--- config.mk ---
export PLATFORM = sky130hd
export DESIGN_NAME = ultrasonic_ranging_controller_flat
export DESIGN_NICKNAME = d
export VERILOG_FILES = /design/src/design/urc_pkg.sv /design/src/design/urc_channels.sv /design/src/design/ultrasonic_ranging_controller.sv /design/src/flat_wrapper.sv
export SDC_FILE = /design/constraint.sdc
export NUM_CORES = 1
export LEC_CHECK = 0
export BUFFER_PORTS_ARGS = -buffer_cell sky130_fd_sc_hd__buf_2
export CAP_MARGIN = 15
export CORE_MARGIN = 2
export CORE_UTILIZATION = 58
export CTS_BUF_LIST = sky130_fd_sc_hd__clkbuf_8
export CTS_CLUSTER_SIZE = 10
export DETAILED_ROUTE_END_ITERATION = 8
export PLACE_DENSITY = 0.83
export SYNTH_ARGS = -nofsm -noshare
export SYNTH_HDL_FRONTEND = slang
export SYNTH_SLANG_ARGS = --single-unit
--- constraint.sdc ---
create_clock -name clk -period 14.2 [get_ports clk]
set_clock_uncertainty 0.1 [all_clocks]
set_input_delay 2.84 -clock clk [delete_from_list [all_inputs] [get_ports clk]]
set_output_delay 2.84 -clock clk [all_outputs]
set_load 0.01 [all_outputs]
--- src/design/urc_pkg.sv ---
`timescale 1ns / 1ps
// ----------------------------------------------------------------------------
// urc_pkg
// Shared widths, register codes, reset values and division constants for the
// ultrasonic ranging controller.
// ----------------------------------------------------------------------------
package urc_pkg;

  // register file
  localparam int CFG_ADDR_W = 4;
  localparam int CFG_DATA_W = 32;
  localparam int CFG_TIME_W = 20;
  localparam int LIMIT_W    = 15;

  typedef logic [1:0] reg_idx_t;
  localparam reg_idx_t REG_TRIG_ON_TIME = 2'd0;
  localparam reg_idx_t REG_TRIG_PERIOD  = 2'd1;
  localparam reg_idx_t REG_RANGE_LIMIT  = 2'd2;

  localparam logic [CFG_TIME_W-1:0] TRIG_ON_TIME_RST = 20'd15;
  localparam logic [CFG_TIME_W-1:0] TRIG_PERIOD_RST  = 20'd500000;
  localparam logic [LIMIT_W-1:0]    RANGE_LIMIT_RST  = 15'd100;

  // result widths
  localparam int DIST_W   = 15;
  localparam int PERIOD_W = 18;
  localparam int ON_W     = 17;

  localparam logic [DIST_W-1:0] DIST_MAX = 15'd18078;

  // width / 58 by reciprocal; exact for widths below 2^21
  localparam int                 WIDE_W      = 32;
  localparam int                 QUOT_IN_W   = 21;
  localparam int                 RECIP_W     = 22;
  localparam int                 RECIP_SHIFT = 27;
  localparam logic [RECIP_W-1:0] RECIP       = 22'd2314099;
  // smallest width whose distance reaches past the clamp, 58 * 18079
  localparam logic [WIDE_W-1:0]  DIV_LIMIT   = 32'd1048582;

endpackage

--- src/design/urc_channels.sv ---
`timescale 1ns / 1ps
// ----------------------------------------------------------------------------
// urc channel interfaces
// Valid/ready channels for echo samples in and ranging results out.
// ----------------------------------------------------------------------------
interface urc_in_if;
  logic valid;
  logic ready;
  logic echo_level;

  modport source (output valid, output echo_level, input ready);
  modport sink   (input valid, input echo_level, output ready);
endinterface

interface urc_out_if;
  logic                       valid;
  logic                       ready;
  logic                       trigger_level;
  logic                       measure_done;
  logic [urc_pkg::DIST_W-1:0]   distance_cm;
  logic                       in_range;
  logic [urc_pkg::PERIOD_W-1:0] blink_period;
  logic [urc_pkg::ON_W-1:0]     blink_on_time;

  modport source (output valid, output trigger_level, output measure_done,
                  output distance_cm, output in_range, output blink_period,
                  output blink_on_time, input ready);
  modport sink   (input valid, input trigger_level, input measure_done,
                  input distance_cm, input in_range, input blink_period,
                  input blink_on_time, output ready);
endinterface

--- src/design/ultrasonic_ranging_controller.sv ---
`timescale 1ns / 1ps
// a tick passes three registers in order: stage 1, stage 2 and the output register
// throughput: one tick per cycle while no stage holds, set by the trigger/echo update
// a stage holds only while the next stage is full and not taken; input ready drops
// once all three stages are full and the output is not taken
// rst_n is synchronous: registers return to reset values, except the stage data and
// out_trig/out_done registers; trigger restarts on next tick
// ----------------------------------------------------------------------------
// ultrasonic_ranging_controller
// Periodic trigger pulse generation and echo width to distance conversion,
// one microsecond tick per transaction, with an APB-style register port.
// ----------------------------------------------------------------------------
module ultrasonic_ranging_controller #(
  parameter int TIMER_BITS = 20
) (
  input  logic                           clk,
  input  logic                           rst_n,
  urc_in_if.sink                         in_ch,
  urc_out_if.source                      out_ch,
  input  logic                           psel,
  input  logic                           penable,
  input  logic                           pwrite,
  input  logic [urc_pkg::CFG_ADDR_W-1:0] paddr,
  input  logic [urc_pkg::CFG_DATA_W-1:0] pwdata,
  output logic [urc_pkg::CFG_DATA_W-1:0] prdata,
  output logic                           pready
);
  import urc_pkg::*;

  localparam logic [TIMER_BITS-1:0] TIMER_MAX = {TIMER_BITS{1'b1}};

  // configuration registers
  logic [CFG_TIME_W-1:0] trig_on_time_r;
  logic [CFG_TIME_W-1:0] trig_period_r;
  logic [LIMIT_W-1:0]    range_limit_r;
  reg_idx_t              reg_idx;
  logic                  cfg_wr;

  // tick state
  logic                  started_r;
  logic                  trig_on_r,    trig_on_nxt;
  logic [TIMER_BITS-1:0] elapsed_r,    elapsed_nxt;
  logic                  echo_prev_r;
  logic [TIMER_BITS-1:0] echo_width_r, echo_width_nxt;
  logic [TIMER_BITS-1:0] elapsed_inc;
  logic [WIDE_W-1:0]     elapsed_ext;
  logic                  echo_rise, echo_fall;

  // pipeline stages
  logic                  s1_valid_r, s1_trig_r, s1_done_r;
  logic [TIMER_BITS-1:0] s1_width_r;
  logic                  s2_valid_r, s2_trig_r, s2_done_r, s2_sat_r;
  logic [DIST_W-1:0]     s2_quot_r;
  logic                  out_valid_r, out_trig_r, out_done_r;
  logic [DIST_W-1:0]     out_dist_r;
  logic                  out_flag_r;
  logic [PERIOD_W-1:0]   out_period_r;

  logic                  adv_out, adv_s2, in_take;
  logic [WIDE_W-1:0]     width_ext;
  logic [QUOT_IN_W+RECIP_W-1:0] quot_prod;
  logic [DIST_W-1:0]     dist_sel;
  logic [PERIOD_W-1:0]   dist_wide, period_calc;

  // ---------------- register port ----------------
  assign pready  = 1'b1;
  assign reg_idx = paddr[3:2];
  assign cfg_wr  = psel && penable && pwrite && pready;

  always_ff @(posedge clk) begin
    if (!rst_n) begin
      trig_on_time_r <= TRIG_ON_TIME_RST;
      trig_period_r  <= TRIG_PERIOD_RST;
      range_limit_r  <= RANGE_LIMIT_RST;
    end else if (cfg_wr) begin
      unique case (reg_idx)
        REG_TRIG_ON_TIME: trig_on_time_r <= pwdata[CFG_TIME_W-1:0];
        REG_TRIG_PERIOD:  trig_period_r  <= pwdata[CFG_TIME_W-1:0];
        REG_RANGE_LIMIT:  range_limit_r  <= pwdata[LIMIT_W-1:0];
        default: ;
      endcase
    end
  end

  always_comb begin
    unique case (reg_idx)
      REG_TRIG_ON_TIME: prdata = CFG_DATA_W'(trig_on_time_r);
      REG_TRIG_PERIOD:  prdata = CFG_DATA_W'(trig_period_r);
      REG_RANGE_LIMIT:  prdata = CFG_DATA_W'(range_limit_r);
      default:          prdata = '0;
    endcase
  end

  // ---------------- handshake ----------------
  assign adv_out     = !out_valid_r || out_ch.ready;
  assign adv_s2      = !s2_valid_r || adv_out;
  assign in_ch.ready = !s1_valid_r || adv_s2;
  assign in_take     = in_ch.valid && in_ch.ready;

  // ---------------- trigger and echo state update ----------------
  assign echo_rise = in_ch.echo_level && !echo_prev_r;
  assign echo_fall = !in_ch.echo_level && echo_prev_r;

  always_comb begin
    logic trig_cur;
    trig_cur    = started_r ? trig_on_r : 1'b1;
    elapsed_inc = (elapsed_r == TIMER_MAX) ? elapsed_r : elapsed_r + 1'b1;
    elapsed_nxt = started_r ? elapsed_inc : '0;
    elapsed_ext = WIDE_W'(elapsed_nxt);
    trig_on_nxt = trig_cur;
    priority if (trig_cur && elapsed_ext >= WIDE_W'(trig_on_time_r)) begin
      trig_on_nxt = 1'b0;
    end else if (elapsed_ext >= WIDE_W'(trig_period_r)) begin
      trig_on_nxt = 1'b1;
      elapsed_nxt = '0;
    end else begin
    end

    echo_width_nxt = echo_width_r;
    if (echo_prev_r && echo_width_r != TIMER_MAX) begin
      echo_width_nxt = echo_width_r + 1'b1;
    end
    if (echo_rise) begin
      echo_width_nxt = '0;
    end
  end

  always_ff @(posedge clk) begin
    if (!rst_n) begin
      started_r    <= 1'b0;
      trig_on_r    <= 1'b0;
      elapsed_r    <= '0;
      echo_prev_r  <= 1'b0;
      echo_width_r <= '0;
    end else if (in_take) begin
      started_r    <= 1'b1;
      trig_on_r    <= trig_on_nxt;
      elapsed_r    <= elapsed_nxt;
      echo_prev_r  <= in_ch.echo_level;
      echo_width_r <= echo_width_nxt;
    end
  end

  // stage 1: per-tick trigger level and captured echo width
  always_ff @(posedge clk) begin
    if (!rst_n) begin
      s1_valid_r <= 1'b0;
    end else if (in_ch.ready) begin
      s1_valid_r <= in_ch.valid;
    end
  end

  always_ff @(posedge clk) begin
    if (in_take) begin
      s1_trig_r  <= trig_on_nxt;
      s1_done_r  <= echo_fall;
      s1_width_r <= echo_width_nxt;
    end
  end

  // stage 2: width / 58 by reciprocal multiply, clamp detect in parallel
  assign width_ext = WIDE_W'(s1_width_r);
  assign quot_prod = width_ext[QUOT_IN_W-1:0] * RECIP;

  always_ff @(posedge clk) begin
    if (!rst_n) begin
      s2_valid_r <= 1'b0;
    end else if (adv_s2) begin
      s2_valid_r <= s1_valid_r;
    end
  end

  always_ff @(posedge clk) begin
    if (adv_s2 && s1_valid_r) begin
      s2_trig_r <= s1_trig_r;
      s2_done_r <= s1_done_r;
      s2_sat_r  <= width_ext >= DIV_LIMIT;
      s2_quot_r <= quot_prod[RECIP_SHIFT +: DIST_W];
    end
  end

  // output stage: held distance, range flag and blink timing
  assign dist_sel    = s2_sat_r ? DIST_MAX : s2_quot_r;
  assign dist_wide   = PERIOD_W'(dist_sel);
  assign period_calc = (dist_wide << 3) + (dist_wide << 1);

  always_ff @(posedge clk) begin
    if (!rst_n) begin
      out_valid_r  <= 1'b0;
      out_dist_r   <= '0;
      out_flag_r   <= 1'b0;
      out_period_r <= '0;
    end else if (adv_out) begin
      out_valid_r <= s2_valid_r;
      if (s2_valid_r && s2_done_r) begin
        out_dist_r   <= dist_sel;
        out_flag_r   <= dist_sel <= range_limit_r;
        out_period_r <= period_calc;
      end
    end
  end

  always_ff @(posedge clk) begin
    if (adv_out && s2_valid_r) begin
      out_trig_r <= s2_trig_r;
      out_done_r <= s2_done_r;
    end
  end

  assign out_ch.valid         = out_valid_r;
  assign out_ch.trigger_level = out_trig_r;
  assign out_ch.measure_done  = out_done_r;
  assign out_ch.distance_cm   = out_dist_r;
  assign out_ch.in_range      = out_flag_r;
  assign out_ch.blink_period  = out_period_r;
  assign out_ch.blink_on_time = out_period_r[PERIOD_W-1:1];

endmodule
--- src/flat_wrapper.sv ---
// flat-port wrapper written by rule: the top's interface ports become plain ports
module ultrasonic_ranging_controller_flat import urc_pkg::*;
#(
  parameter int TIMER_BITS = 20
)
  (clk, rst_n, psel, penable, pwrite, paddr, pwdata, prdata, pready, in_ch_valid, in_ch_echo_level, in_ch_ready, out_ch_valid, out_ch_trigger_level, out_ch_measure_done, out_ch_distance_cm, out_ch_in_range, out_ch_blink_period, out_ch_blink_on_time, out_ch_ready);
  urc_in_if in_ch_i ();
  urc_out_if out_ch_i ();
  input  logic clk;
  input  logic rst_n;
  input  logic psel;
  input  logic penable;
  input  logic pwrite;
  input  logic [urc_pkg::CFG_ADDR_W-1:0] paddr;
  input  logic [urc_pkg::CFG_DATA_W-1:0] pwdata;
  output logic [urc_pkg::CFG_DATA_W-1:0] prdata;
  output logic pready;
  input wire logic [$bits(in_ch_i.valid)-1:0] in_ch_valid;
  input wire logic [$bits(in_ch_i.echo_level)-1:0] in_ch_echo_level;
  output wire logic [$bits(in_ch_i.ready)-1:0] in_ch_ready;
  output wire logic [$bits(out_ch_i.valid)-1:0] out_ch_valid;
  output wire logic [$bits(out_ch_i.trigger_level)-1:0] out_ch_trigger_level;
  output wire logic [$bits(out_ch_i.measure_done)-1:0] out_ch_measure_done;
  output wire logic [$bits(out_ch_i.distance_cm)-1:0] out_ch_distance_cm;
  output wire logic [$bits(out_ch_i.in_range)-1:0] out_ch_in_range;
  output wire logic [$bits(out_ch_i.blink_period)-1:0] out_ch_blink_period;
  output wire logic [$bits(out_ch_i.blink_on_time)-1:0] out_ch_blink_on_time;
  input wire logic [$bits(out_ch_i.ready)-1:0] out_ch_ready;
  assign in_ch_i.valid = in_ch_valid;
  assign in_ch_i.echo_level = in_ch_echo_level;
  assign in_ch_ready = in_ch_i.ready;
  assign out_ch_valid = out_ch_i.valid;
  assign out_ch_trigger_level = out_ch_i.trigger_level;
  assign out_ch_measure_done = out_ch_i.measure_done;
  assign out_ch_distance_cm = out_ch_i.distance_cm;
  assign out_ch_in_range = out_ch_i.in_range;
  assign out_ch_blink_period = out_ch_i.blink_period;
  assign out_ch_blink_on_time = out_ch_i.blink_on_time;
  assign out_ch_i.ready = out_ch_ready;
  ultrasonic_ranging_controller #(.TIMER_BITS(TIMER_BITS)) u_core (.clk(clk), .rst_n(rst_n), .in_ch(in_ch_i), .out_ch(out_ch_i), .psel(psel), .penable(penable), .pwrite(pwrite), .paddr(paddr), .pwdata(pwdata), .prdata(prdata), .pready(pready));
endmodule
== Yosys cells after proc, flatten, opt, wreduce, memory -nomap -nowiden ==
Cells that the tools add are included.
Storage, ports and cells
  bits in registers: 177
  bits in latches: 0
  RAM bits: 0
  memory bits (read-only): 0
  bits of input ports: 44
  output and inout port bits: 88
  logic and storage cells: 69
  memories kept: 0
Operators by class
  add/subtract/negate cells: 3
  multiply operators: 1
  div/mod/pow operators: 0
  magnitude comparators: 4
  equal/unequal tests: 4
  shifts and indexed selects: 0
  mux-type cells: 11
  bitwise operators: 0
  reductions and logical operators: 23
Operator list (number)
  two-way mux 20 bit: 6
  case mux 20 bit (3 select lines): 1
  multiplier 20 x 22 -> 42 bit, second input constant: 1
  adder 20 x 1 -> 20 bit, second input constant: 2
  >= comparator 20 bit: 2
  >= comparator 20 x 21 -> 1 bit, second input constant: 1
  == test 20 bit, second input constant: 1
  != test 20 bit, second input constant: 1
  adder 18 x 16 -> 18 bit: 1
  less-or-equal comparator 15 bit: 1
  two-way mux 15 bit: 1
  logical AND 1 bit: 10
  AND reduction 2 bit: 4
  zero test 1 bit: 5
  logical OR 1 bit: 3
  two-way mux 1 bit: 3
  == test 2 x 1 -> 1 bit, second input constant: 1
  == test 2 bit, second input constant: 1
  zero test 2 bit: 1

== Depth between registers and ports, before layout ==
Gate-level depths: netlist of run 1.
  depth after elaboration: 6
  mapped depth: 22
  mapped depth without buffers: 22

== Worst setup path after synthesis of run 1 ==
No wires, ideal clock.
  kind: in2out
  from: in paddr[3] (netlist name)
  to: out prdata[0] (netlist name)
  arrival: 3933 ps
  data required time: 11260 ps
  slack: 7327 ps
  stages on the path: 4
  buffers on the path: 2
  path through: clkbuf_1 -> buf_1 -> mux2i_1 -> o21ai_0
Between the ends
  cells in the longest elaborated chain, start to end: 2
  elaborated cells between the ends (all ways): 4
  classes of those cells: eq/ne: 2; mux: 1; reduce/logical: 1
Ends and longest elaborated chain
  start: declaration: line flat_wrapper.sv:14  | input logic [urc_pkg::CFG_ADDR_W-1:0] paddr;
  == test 2 bit, or another cell as far along: line ultrasonic_ranging_controller.sv:86  | unique case (reg_idx)
  case mux 20 bit (3 select lines) (*): line ultrasonic_ranging_controller.sv:86
  end: declaration: line flat_wrapper.sv:16  | output logic [urc_pkg::CFG_DATA_W-1:0] prdata;
Every way passes the cells marked *; elsewhere a longest branch is shown, timed or not.

== Worst setup path in the final report of run 1 ==
  from: reg u_core.s1_width_r[17]
  to: reg u_core.s2_quot_r[13], data pin
Between the ends
  cells in the longest elaborated chain, start to end: 1
Ends and longest elaborated chain
  start: declaration: line ultrasonic_ranging_controller.sv:51  | logic [TIMER_BITS-1:0] s1_width_r;
  start signal: assignment: line ultrasonic_ranging_controller.sv:157  | s1_width_r <= echo_width_nxt;
  multiplier 20 x 22 -> 42 bit: line ultrasonic_ranging_controller.sv:163  | assign quot_prod = width_ext[QUOT_IN_W-1:0] * RECIP;
  via u_core.quot_prod[40]: line ultrasonic_ranging_controller.sv:61  | logic [QUOT_IN_W+RECIP_W-1:0] quot_prod;
  end signal: assignment: line ultrasonic_ranging_controller.sv:178  | s2_quot_r <= quot_prod[RECIP_SHIFT +: DIST_W];
  end: declaration: line ultrasonic_ranging_controller.sv:53  | logic [DIST_W-1:0] s2_quot_r;
The timed path passes the listed nets, and every way through them passes these cells.
A chain may end at the register's enable or synchronous reset.

==> results of run 1 <==
## registers in the layout, summed over array words and instances, names as in the netlist
signal and cells:
u_core.echo_width_r 20, u_core.out_ch.trigger_level 1, u_core.trig_on_r 1, u_core.s2_quot_r 15, u_core.out_ch.in_range 1, u_core.out_ch.blink_period 15, u_core.s2_valid_r 1, u_core.out_ch.measure_done 1
u_core.started_r 1, u_core.elapsed_r 20, u_core.range_limit_r 15, u_core.out_ch.valid 1, u_core.out_ch.distance_cm 15, u_core.s1_width_r 20, u_core.s1_trig_r 1, u_core.s1_done_r 1
u_core.s1_valid_r 1, u_core.trig_period_r 20, u_core.trig_on_time_r 20, u_core.echo_prev_r 1, u_core.s2_trig_r 1, u_core.s2_done_r 1
## layer usage
layer / up-vias / part of all wire (%)
met5: - / 0
met4: 0 / 3.8
met3: 117 / 5.5
met2: 458 / 51
met1: 6549 / 40
li1: 6396 / -
## synthesized netlist by cell type, types with 33 or more instances
cell type    n
inv_1      315
ha_1       269
nand2_1    231
fa_1       165
dfxtp_1    132
nor2_1      76
a21boi_0    71
o21ai_0     70
a21oi_1     59
clkbuf_1    44
edfxtp_1    41
buf_4       35
a21o_1      33
## worst max-delay path by stage
| stage | endpoint | startpoint | slack (ns) | depth (start not counted) |
|---|---|---|---|---|
| after global routing | u_core.s2_quot_r[13] | u_core.s1_width_r[17] | 6.61 | 18 |
| final | u_core.s2_quot_r[13] | u_core.s1_width_r[17] | 6.94 | 18 |
| after detailed placement | u_core.s2_quot_r[13] | u_core.s1_width_r[17] | 7.01 | 18 |
| after floorplan | prdata[0] | paddr[3] | 7.33 | 4 |
| after CTS | u_core.s2_quot_r[13] | u_core.s1_width_r[17] | 6.95 | 18 |
| after global placement | prdata[2] | paddr[3] | 7.09 | 6 |
## stage by stage
stage / utilization, % / cells
global placement: 61.0 / 2327
CTS: 62.5 / 2359
floorplan: - / 1915
finish: 62.5 / 2361
detailed placement: 61.0 / 2327
global route: 62.5 / 2360
## final cells by class
class                      instances  share of cell area (%)
antenna                            2                  0.0270
clock buffer                      17                    1.26
clock inverter                    15                    1.03
inverter                         315                    6.39
multi-input combinational       1338                    64.6
sequential                       173                    20.9
tap                              390                    2.64
timing repair buffer             111                    3.11
## cells by family (layout without fill, tap and decap cells)
| group | count (synthesis) | after routing | share of synthesized area, % |
|---|---|---|---|
| other cells | 2 | 16 | 0.0431 |
| compound gates | 336 | 336 | 13.0 |
| flops | 173 | 173 | 22.2 |
| fa+ha+maj | 434 | 434 | 38.3 |
| buf+inv | 404 | 458 | 9.47 |
| simple gates | 478 | 478 | 13.0 |
| xor+xnor | 52 | 52 | 2.61 |
| mux | 24 | 24 | 1.38 |
## power by group through the flow
stage,clock (mW),combinational (mW),sequential (mW)
6_report,0.361,1.47,0.585
5_1_grt,0.385,1.66,0.587
4_1_cts,0.366,1.45,0.583
3_5_place_dp,0,1.43,0.594
3_3_place_gp,0,1.36,0.593
2_1_floorplan,0,1.07,0.581
==> run_results.csv, run 1 <==
group,metric,value,unit
floorplan,die_area,31500,sq um
pwr,seqPwrFrac,24.3,%
pwr,combPwrFrac,60.8,%
floorplan,core.rowCount,63,
place,io_buffers,103,
clocking,cts-root-buf,"clkbuf_8",
synth,ys_top_cells_by_area,"ha_1, fa_1, dfxtp_1",
synth,synth_seq_cells,173,
floorplan,die_height,177,um
critical_path,r2r_start,"u_core.s1_width_r[17]",
pwr,p_switching,1.10,mW
drt,drtAntennaViolNets,0,
synth,async_flop_share,0,%
pwr,power_consumption,2.41,mW
synth,yosys_warnings,0,
min_path,hold-path-endpoint,"u_core.out_ch.trigger_level",
min_path,min-delay-path-class,"reg2reg",
timing,post-route-min-period,7.26,ns
pwr,power.density,130,nW/um^2
drt,drtPass1Iterations,7,
min_path,min_delay_path_depth,0,
timing,finalCritPeriodShare,51.1,%
critical_path,rr_endpoint,"u_core.s2_quot_r[13]",
timing,final-setup-viol-count,0,
critical_path,crit_slowest_cell,"fa_1",
drt,dr_total_vias,13500,
critical_path,worst_setup_path_end_kind,"flip-flop",
critical_path,crit_buf_inv,3,
place,dp_worst_setup_slack,7.01,ns
place,gp_congestion,0.947,
timing,totalNegativeSetupSlack,0,ns
place,post-dp-hpwl,32.7,mm
final_layout,final_cell_mix,"inv_1, ha_1, nand2_1",
clocking,post_cts_resize_count,0,
synth,post_synth_top_area_share,19.3,%
critical_path,worstSetupStartpointType,"flip-flop",
global_routing,grt_max_degree,66,
synth,synth_edf_count,41,
final_layout,stdcell_area,18500,sq um
timing,final.hold.worst_slack,0.340,ns
clocking,worst_setup_hold_path_clk_slew,0.11,ns
drt,first_iter_violations,1053,
global_routing,sum_of_overflow_across_all_layers_after_global_routing,0,
final_layout,flow.area_growth_from_synthesis,6.23,%
clocking,clkSinkCount,173,
clocking,cts_inserted_buffers,17,
clocking,cts_htree_levels,4,
critical_path,worst-r2r-setup-slack,6.94,ns
critical_path,crit_fanout,8,
synth,synth_area_leader_cell,"ha_1",
job,max_cap_viol_count,0,
synth,synth-seq-area-share,22.2,%
drt,drt_drc_violations_left,0,
global_routing,antenna_violations_before_repair,2,
timing,worst_slack,6.94,ns
drt,wire_per_inst,17.4,um
timing,timing_max_transition_violations_final,0,
critical_path,ff2ff_path_depth,18,
synth,library_cells_used_by_synthesis,70,
clocking,cts_buffer_depth,2,
synth,post_synthesis_instance_area,17400,sq um
critical_path,setup_cp_type,"reg2reg",
pwr,p_clk_share,15.0,%
final_layout,n_fill_cell,2387,
global_routing,grt_pass1_vias,13800,
pwr,power.switching_fraction,45.6,%
place,placedInstanceArea,18100,sq um
global_routing,grt.busiest_layer,"met2",
synth,post_synth.cell_area_avg,9.16,sq um
timing,tightestPinTransition,1.09,ns
critical_path,endpoint_arrival_time_on_the_critical_path,7.40,ns
timing,rsz0062_at_grt,"false",
global_routing,groute.usage.overall,27.0,%
critical_path,path_cells,"fa_1, fa_1, inv_1, fa_1, inv_1, fa_1, fa_1, fa_1, ha_1, ha_1, nand4_1, nor3_1, inv_1, o211ai_1, a21oi_1, o21ai_0, a21oi_1, xnor2_1",
clocking,post_cts_buffers,0,
clocking,postCtsHoldBufs,0,
critical_path,cp.required,14.34,ns
global_routing,grt_first_pass_wirelength,67.1,mm
drt,detail_route.vias_per_cell,5.73,
pwr,power.static_leakage,8.96,nW
synth,dominantRegCellSynth,"dfxtp_1",
final_layout,final_net_count,2434,
global_routing,globalRouteMet3Util,4.20,%
critical_path,max_stage_delay,0.64,ns
pwr,worst_ir_drop_vdd,0.123,mV
final_layout,multi_input_area,12000,sq um
clocking,clock_insertion_delay_worst_skew,0.49,ns
min_path,min-delay-start,"u_core.s2_trig_r",
floorplan,chipWidth,177,um
timing,achievable-frequency,138,MHz
global_routing,groute.layer.met2.usage,47.5,%
floorplan,top_level_ports,132,
global_routing,global_route.usage.met1,32.9,%
critical_path,worst_path_dominant_cell_family,"adder cells",
floorplan,floorplan.initialDensity,58.8,%
outcome,outcome,"completed",
synth,synthesis.instances,1903,
final_layout,most_common_cell_after_layout_fill_and_taps_aside,"inv_1",
final_layout,area_of_all_sequential_standard_cells,3870,sq um
drt,finalWirelength,41.0,mm
floorplan,core,29600,sq um
timing,max-slew-margin-rel,27.5,%
clocking,cts_tree,"yes",
pwr,intPower,1.31,mW
final_layout,drive_above_1_share,8.23,%
timing,timing.final.hold_violations,0,
critical_path,critical_path.most_common_cell,"fa_1",
No activity file was read; power rests on OpenSTA's default activity.
==> run 2, diff against run 1 <==
--- a/config.mk
+++ b/config.mk
@@ -5,6 +5,7 @@
 export SDC_FILE = /design/constraint.sdc
 export NUM_CORES = 1
 export LEC_CHECK = 0
+export ABC_AREA = 1
 export BUFFER_PORTS_ARGS = -buffer_cell sky130_fd_sc_hd__buf_2
 export CAP_MARGIN = 15
 export CORE_MARGIN = 2
==> constraint.sdc (replaced) <==
create_clock -name clk -period 7.4 [get_ports clk]
set_clock_uncertainty 0.1 [all_clocks]
set_input_delay 1.48 -clock clk [delete_from_list [all_inputs] [get_ports clk]]
set_output_delay 1.48 -clock clk [all_outputs]
set_load 0.01 [all_outputs]
==> run 2 against run 1 <==
Net effect: register-to-register slack got worse by 5.9 ns; die area increased by 6.5%; area after synthesis increased by 6.6%; sequential power increased by 110%; first-iteration DRC count decreased by 0.38%; hold slack improved by 0.00079 ns; clock power increased by 78%; sequential share of layout area decreased by 1.1 points; fmax increased by 14%; highest routed layer unchanged.
==> run_results.csv, run 2 <==
group,metric,value,unit
place,placedCellCount,2833,
critical_path,crit_fanout,7,
clocking,post_cts_buffers,0,
clocking,worst_setup_hold_path_clk_slew,0.10,ns
timing,tightestPinTransition,1.05,ns
final_layout,final_net_count,2928,
global_routing,grt_first_pass_wirelength,75.0,mm
final_layout,most_common_cell_after_layout_fill_and_taps_aside,"inv_1",
critical_path,max_stage_delay,0.65,ns
pwr,worst_ir_drop_vdd,0.605,mV
timing,achievable-frequency,157,MHz
timing,final-setup-viol-count,0,
floorplan,core.rowCount,65,
global_routing,grt_max_degree,97,
timing,post-route-min-period,6.36,ns
synth,library_cells_used_by_synthesis,44,
clocking,cts_htree_levels,4,
final_layout,multi_input_area,12600,sq um
synth,post_synth.cell_area_avg,7.76,sq um
synth,async_flop_share,0,%
critical_path,crit_slowest_cell,"fa_1",
drt,drtPass1Iterations,6,
timing,timing.final.hold_violations,0,
drt,drt_drc_violations_left,0,
pwr,intPower,3.90,mW
clocking,cts_tree,"yes",
place,gp_congestion,1.03,
floorplan,chipWidth,183,um
synth,synth_seq_cells,173,
timing,totalNegativeSetupSlack,0,ns
pwr,power.switching_fraction,56.3,%
clocking,clock_insertion_delay_worst_skew,0.50,ns
final_layout,drive_above_1_share,7.11,%
place,io_buffers,103,
drt,wl_met1,20.6,mm
critical_path,path_cells,"fa_1, inv_1, fa_1, fa_1, inv_1, fa_1, fa_1, fa_1, inv_1, fa_1, inv_1, ha_1, nand2_1, nor2_1, inv_1, nor2_1, inv_1, nor3b_1, nand3_1, nand3_1, nand2_1, inv_1, nor2_1",
floorplan,die_height,183,um
synth,yosys_warnings,0,
synth,synth_edf_count,41,
synth,synth_area_leader_cell,"ha_1",
global_routing,sum_of_overflow_across_all_layers_after_global_routing,0,
pwr,p_switching,5.02,mW
floorplan,floorplan.initialDensity,58.9,%
drt,drtAntennaViolNets,0,
synth,synth_most_common_cell,"inv_1",
global_routing,grt_pass1_vias,15200,
synth,post_synthesis_instance_area,18600,sq um
timing,timing_max_transition_violations_final,0,
final_layout,n_fill_cell,2759,
job,max_cap_viol_count,0,
synth,ys_top_cells_by_area,"ha_1, fa_1, dfxtp_1",
timing,rsz0062_at_grt,"false",
critical_path,cp.required,7.54,ns
synth,dominantRegCellSynth,"dfxtp_1",
synth,synth_common_cells,"inv_1, nand2_1, ha_1, nor2_1, a21oi_1",
critical_path,worst_setup_path_end_kind,"flip-flop",
clocking,clkSinkCount,173,
drt,met2WireLength,21.0,mm
clocking,cts_buffer_depth,2,
pwr,combPwrFrac,79.2,%
drt,wire_per_inst,15.9,um
global_routing,antenna_violations_before_repair,2,
floorplan,die_area,33500,sq um
timing,finalCritPeriodShare,86.0,%
critical_path,setup_cp_type,"reg2reg",
pwr,p_clk_share,7.2,%
global_routing,groute.usage.overall,28.1,%
place,post-dp-hpwl,37.7,mm
final_layout,flow.area_growth_from_synthesis,5.33,%
pwr,power.density,456,nW/um^2
timing,max-slew-margin-rel,30.1,%
clocking,post_cts_resize_count,0,
synth,post_synth_top_area_share,18.1,%
final_layout,final_cell_mix,"inv_1, nand2_1, ha_1",
min_path,min-delay-path-class,"reg2reg",
synth,synthesis.instances,2396,
drt,dr_total_vias,15700,
floorplan,top_level_ports,132,
floorplan,core,31600,sq um
clocking,cts_inserted_buffers,17,
pwr,seqPwrFrac,13.7,%
drt,dr_wl_met3,2.67,mm
outcome,outcome,"completed",
drt,detail_route.vias_per_cell,5.47,
final_layout,post_layout_nonfiller_instances,2867,
drt,finalWirelength,45.5,mm
critical_path,endpoint_arrival_time_on_the_critical_path,6.51,ns
clocking,postCtsHoldBufs,0,
synth,synth-seq-area-share,20.8,%
critical_path,worstSetupStartpointType,"flip-flop",
drt,first_iter_violations,1049,
clocking,cts-root-buf,"clkbuf_8",
pwr,power.static_leakage,10.1,nW
final_layout,area_of_all_sequential_standard_cells,3870,sq um
drt,highest_layer,"met4",
run 2: cell count changes after synthesis, sizes merged, moves of 17 or more:
cell,previous run,this run
a21boi,71,0
a21o,33,11
a21oi,59,175
and2,21,4
inv,315,459
mux2i,24,0
nand2,231,460
nand3,27,68
nor2,76,229
nor2b,19,0
o21ai,71,145
run 2: logic make-up after synthesis:
family	count (synthesis)	share of synthesized area [%]
other	2	0.0404
DFF	173	20.8
buffers and inverters	542	11.9
xor gates and xnor gates	29	1.37
and+or+nand+nor	828	18.5
AOI/OAI and AO/OA	388	11.5
adders and majority gates	434	35.9
run 2: power by group through the flow:
stage	registers, mW	logic, mW	clock network [mW]
after floorplan	1.19	5.13	0
after global placement	1.24	6.79	0
after detailed placement	1.24	6.90	0
after CTS	1.22	6.99	0.653
after global routing	1.23	8.10	0.697
final	1.22	7.06	0.642
run 2: metal layers:
metal / vias up / track usage (%)
met5: - / 0
met4: 0 / 8.32
met3: 73 / 4.51
met2: 465 / 46.0
met1: 7427 / 38.5
li1: 7711 / -
run 2: final timing paths:
path / start / endpoint / slack [ns] / depth (start not counted)
setup / recovery: u_core.s1_width_r[5] / u_core.s2_quot_r[8] / 1.04 / 23
hold / removal: u_core.s2_trig_r / u_core.out_ch.trigger_level / 0.34 / 0
setup reg to reg: u_core.s1_width_r[5] / u_core.s2_quot_r[8] / 1.04 / 23
hold reg to reg: u_core.s2_trig_r / u_core.out_ch.trigger_level / 0.34 / 0
run 2: layout make-up:
cell class                 count  area share, %
timing repair buffer         106           2.75
sequential                   173           19.8
clock inverter                15          0.748
tap                          402           2.57
antenna                        2         0.0256
inverter                     459           8.80
clock buffer                  17           1.20
multi-input combinational   1693           64.1
run 2: critical path: cells and delay by family (launching register included):
family        cells  cell delay (ns)
buf+inv           7             0.43
flops             1             0.63
fa+ha+maj         8             3.99
simple gates      8             0.97
run 2: stage by stage:
step	instance area (sq um)	hold slack [ns]	setup WS [ns]	util, %	power [mW]
2_1_floorplan	18600	0.300	1.68	-	6.32
3_3_place_gp	19200	0.306	1.19	60.8	8.03
3_5_place_dp	19200	0.306	1.08	60.8	8.14
4_1_cts	19600	0.330	1.06	62.0	8.87
5_1_grt	19600	0.336	0.684	62.0	10.0
6_report	19600	0.341	1.04	62.0	8.92
==> run 3, diff against run 2 <==
==> constraint.sdc (replaced) <==
create_clock -name clk -period 6.8 [get_ports clk]
set_clock_uncertainty 0.1 [all_clocks]
set_input_delay 1.36 -clock clk [delete_from_list [all_inputs] [get_ports clk]]
set_output_delay 1.36 -clock clk [all_outputs]
set_load 0.01 [all_outputs]
==> run 3 against run 2 <==
Net effect: global-route usage rose by 0.097 points; non-clock buffer count grew 4; total power rose by 9.3%; register-to-register slack lost 0.47 ns; die area unchanged; routed wire length is 0.34% higher; flip-flop and latch count is the same; fmax increased by 2.2%; critical endpoint unchanged; largest power group unchanged.
==> run_results.csv, run 3 (synthesized netlist as in run 2, its figures left out) <==
group,metric,value,unit
timing,achievable-frequency,161,MHz
pwr,worst_ir_drop_vdd,0.554,mV
clocking,cts_inserted_buffers,17,
critical_path,ff2ff_path_depth,23,
floorplan,chipWidth,183,um
final_layout,final_net_count,2932,
clocking,postCtsHoldBufs,0,
critical_path,r2r_start,"u_core.s1_width_r[8]",
final_layout,drive_above_1_share,7.22,%
global_routing,grt_pass1_vias,15600,
job,max_cap_viol_count,0,
pwr,power.density,497,nW/um^2
final_layout,most_common_cell_after_layout_fill_and_taps_aside,"inv_1",
clocking,clock_insertion_delay_worst_skew,0.49,ns
clocking,cts-root-buf,"clkbuf_8",
global_routing,antenna_violations_before_repair,3,
timing,post-route-min-period,6.23,ns
floorplan,die_height,183,um
drt,drt_drc_violations_left,0,
critical_path,startpoint,"u_core.s1_width_r[8]",
global_routing,grt_max_degree,63,
critical_path,cp.required,6.94,ns
timing,tightestPinTransition,1.08,ns
final_layout,flow.area_growth_from_synthesis,5.60,%
clocking,cts_buffer_depth,2,
critical_path,crit_fanout,7,
drt,finalWirelength,45.7,mm
clocking,worst_setup_hold_path_clk_slew,0.10,ns
place,dp_worst_setup_slack,0.626,ns
clocking,clkSinkCount,173,
pwr,power.static_leakage,10.1,nW
global_routing,grt_first_pass_wirelength,75.8,mm
timing,final-setup-viol-count,0,
final_layout,n_fill_cell,2704,
timing,totalNegativeSetupSlack,0,ns
floorplan,floorplan.initialDensity,58.9,%
drt,drtAntennaViolNets,0,
drt,wire_per_inst,15.9,um
outcome,outcome,"completed",
timing,timing.final.hold_violations,0,
clocking,cts_htree_levels,4,
final_layout,final_cell_mix,"inv_1, nand2_1, ha_1",
timing,finalCritPeriodShare,91.6,%
floorplan,top_level_ports,132,
timing,rsz0062_at_grt,"false",
global_routing,groute.usage.overall,28.2,%
global_routing,sum_of_overflow_across_all_layers_after_global_routing,0,
critical_path,worst-r2r-setup-slack,0.57,ns
drt,detail_route.vias_per_cell,5.50,
clocking,cts_tree,"yes",
place,gp_congestion,1.03,
timing,worst_slack,0.572,ns
clocking,post_cts_resize_count,0,
critical_path,rr_endpoint,"u_core.s2_quot_r[8]",
critical_path,worstSetupStartpointType,"flip-flop",
clocking,post_cts_buffers,0,
place,post-dp-hpwl,37.8,mm
timing,timing_max_transition_violations_final,0,
floorplan,core,31600,sq um
timing,max-slew-margin-rel,28.2,%
drt,dr_total_vias,15800,
floorplan,die_area,33500,sq um
drt,drtPass1Iterations,6,
drt,first_iter_violations,1172,
critical_path,worst_setup_path_end_kind,"flip-flop",
place,io_buffers,103,
min_path,min-delay-path-class,"reg2reg",
critical_path,endpoint_arrival_time_on_the_critical_path,6.37,ns
critical_path,timing.critical_path.to,"u_core.s2_quot_r[8]",
critical_path,setup_cp_type,"reg2reg",
floorplan,core.rowCount,65,
-- run 3: cell type report --
class	count	area, sq um	area share, %
Tap cell	402	503	2.56
Clock buffer	18	248	1.26
Inverter	459	1720	8.78
Antenna cell	3	7.51	0.0383
Clock inverter	14	150	0.765
Timing Repair Buffer	110	568	2.89
Multi-Input combinational cell	1693	12600	64.0
Sequential cell	173	3870	19.7
-- run 3: critical path: stages (launching register included) --
cell	delay, ns
edfxtp_1	0.60
ha_1	0.49
fa_1	0.58
inv_1	0.06
fa_1	0.50
inv_1	0.05
fa_1	0.46
fa_1	0.51
fa_1	0.60
inv_1	0.07
fa_1	0.50
inv_1	0.05
ha_1	0.31
nand2_1	0.11
nor2_1	0.19
inv_1	0.06
nor2_1	0.14
inv_1	0.07
nor3b_1	0.17
nand3_1	0.09
nand3_1	0.14
nand2_1	0.06
inv_1	0.05
nor2_1	0.03
-- run 3: power by group --
group          internal (mW)  switching [mW]
combinational           2.76            4.93
sequential              1.21           0.114
clock                  0.315           0.425
total                   4.28            5.46
-- run 3: worst min path at each step --
stage	start	end	depth (start not counted)
6_report	u_core.s2_trig_r	u_core.out_ch.trigger_level	0
5_1_grt	u_core.s2_trig_r	u_core.out_ch.trigger_level	0
4_1_cts	u_core.s2_trig_r	u_core.out_ch.trigger_level	0
3_5_place_dp	u_core.s2_trig_r	u_core.out_ch.trigger_level	0
3_3_place_gp	u_core.s2_trig_r	u_core.out_ch.trigger_level	0
2_1_floorplan	u_core.s2_trig_r	u_core.out_ch.trigger_level	0
-- run 3: per-layer routing --
layer	vias up	track usage [%]	part of all wire (%)
li1	7714	-	-
met1	7441	37.8	44
met2	560	47.3	47
met3	84	4.01	6.7
met4	0	8.83	2.8
met5	-	0	0
-- run 3: through the flow --
step	hold WS, ns	area, sq um	util (%)	power (mW)	std cells
4_1_cts	0.344	19600	62.2	9.67	2869
2_1_floorplan	0.300	18600	-	6.87	2408
5_1_grt	0.360	19600	62.2	10.9	2872
3_3_place_gp	0.308	19200	60.9	8.69	2837
3_5_place_dp	0.321	19200	60.9	8.84	2837
6_report	0.343	19600	62.2	9.75	2872
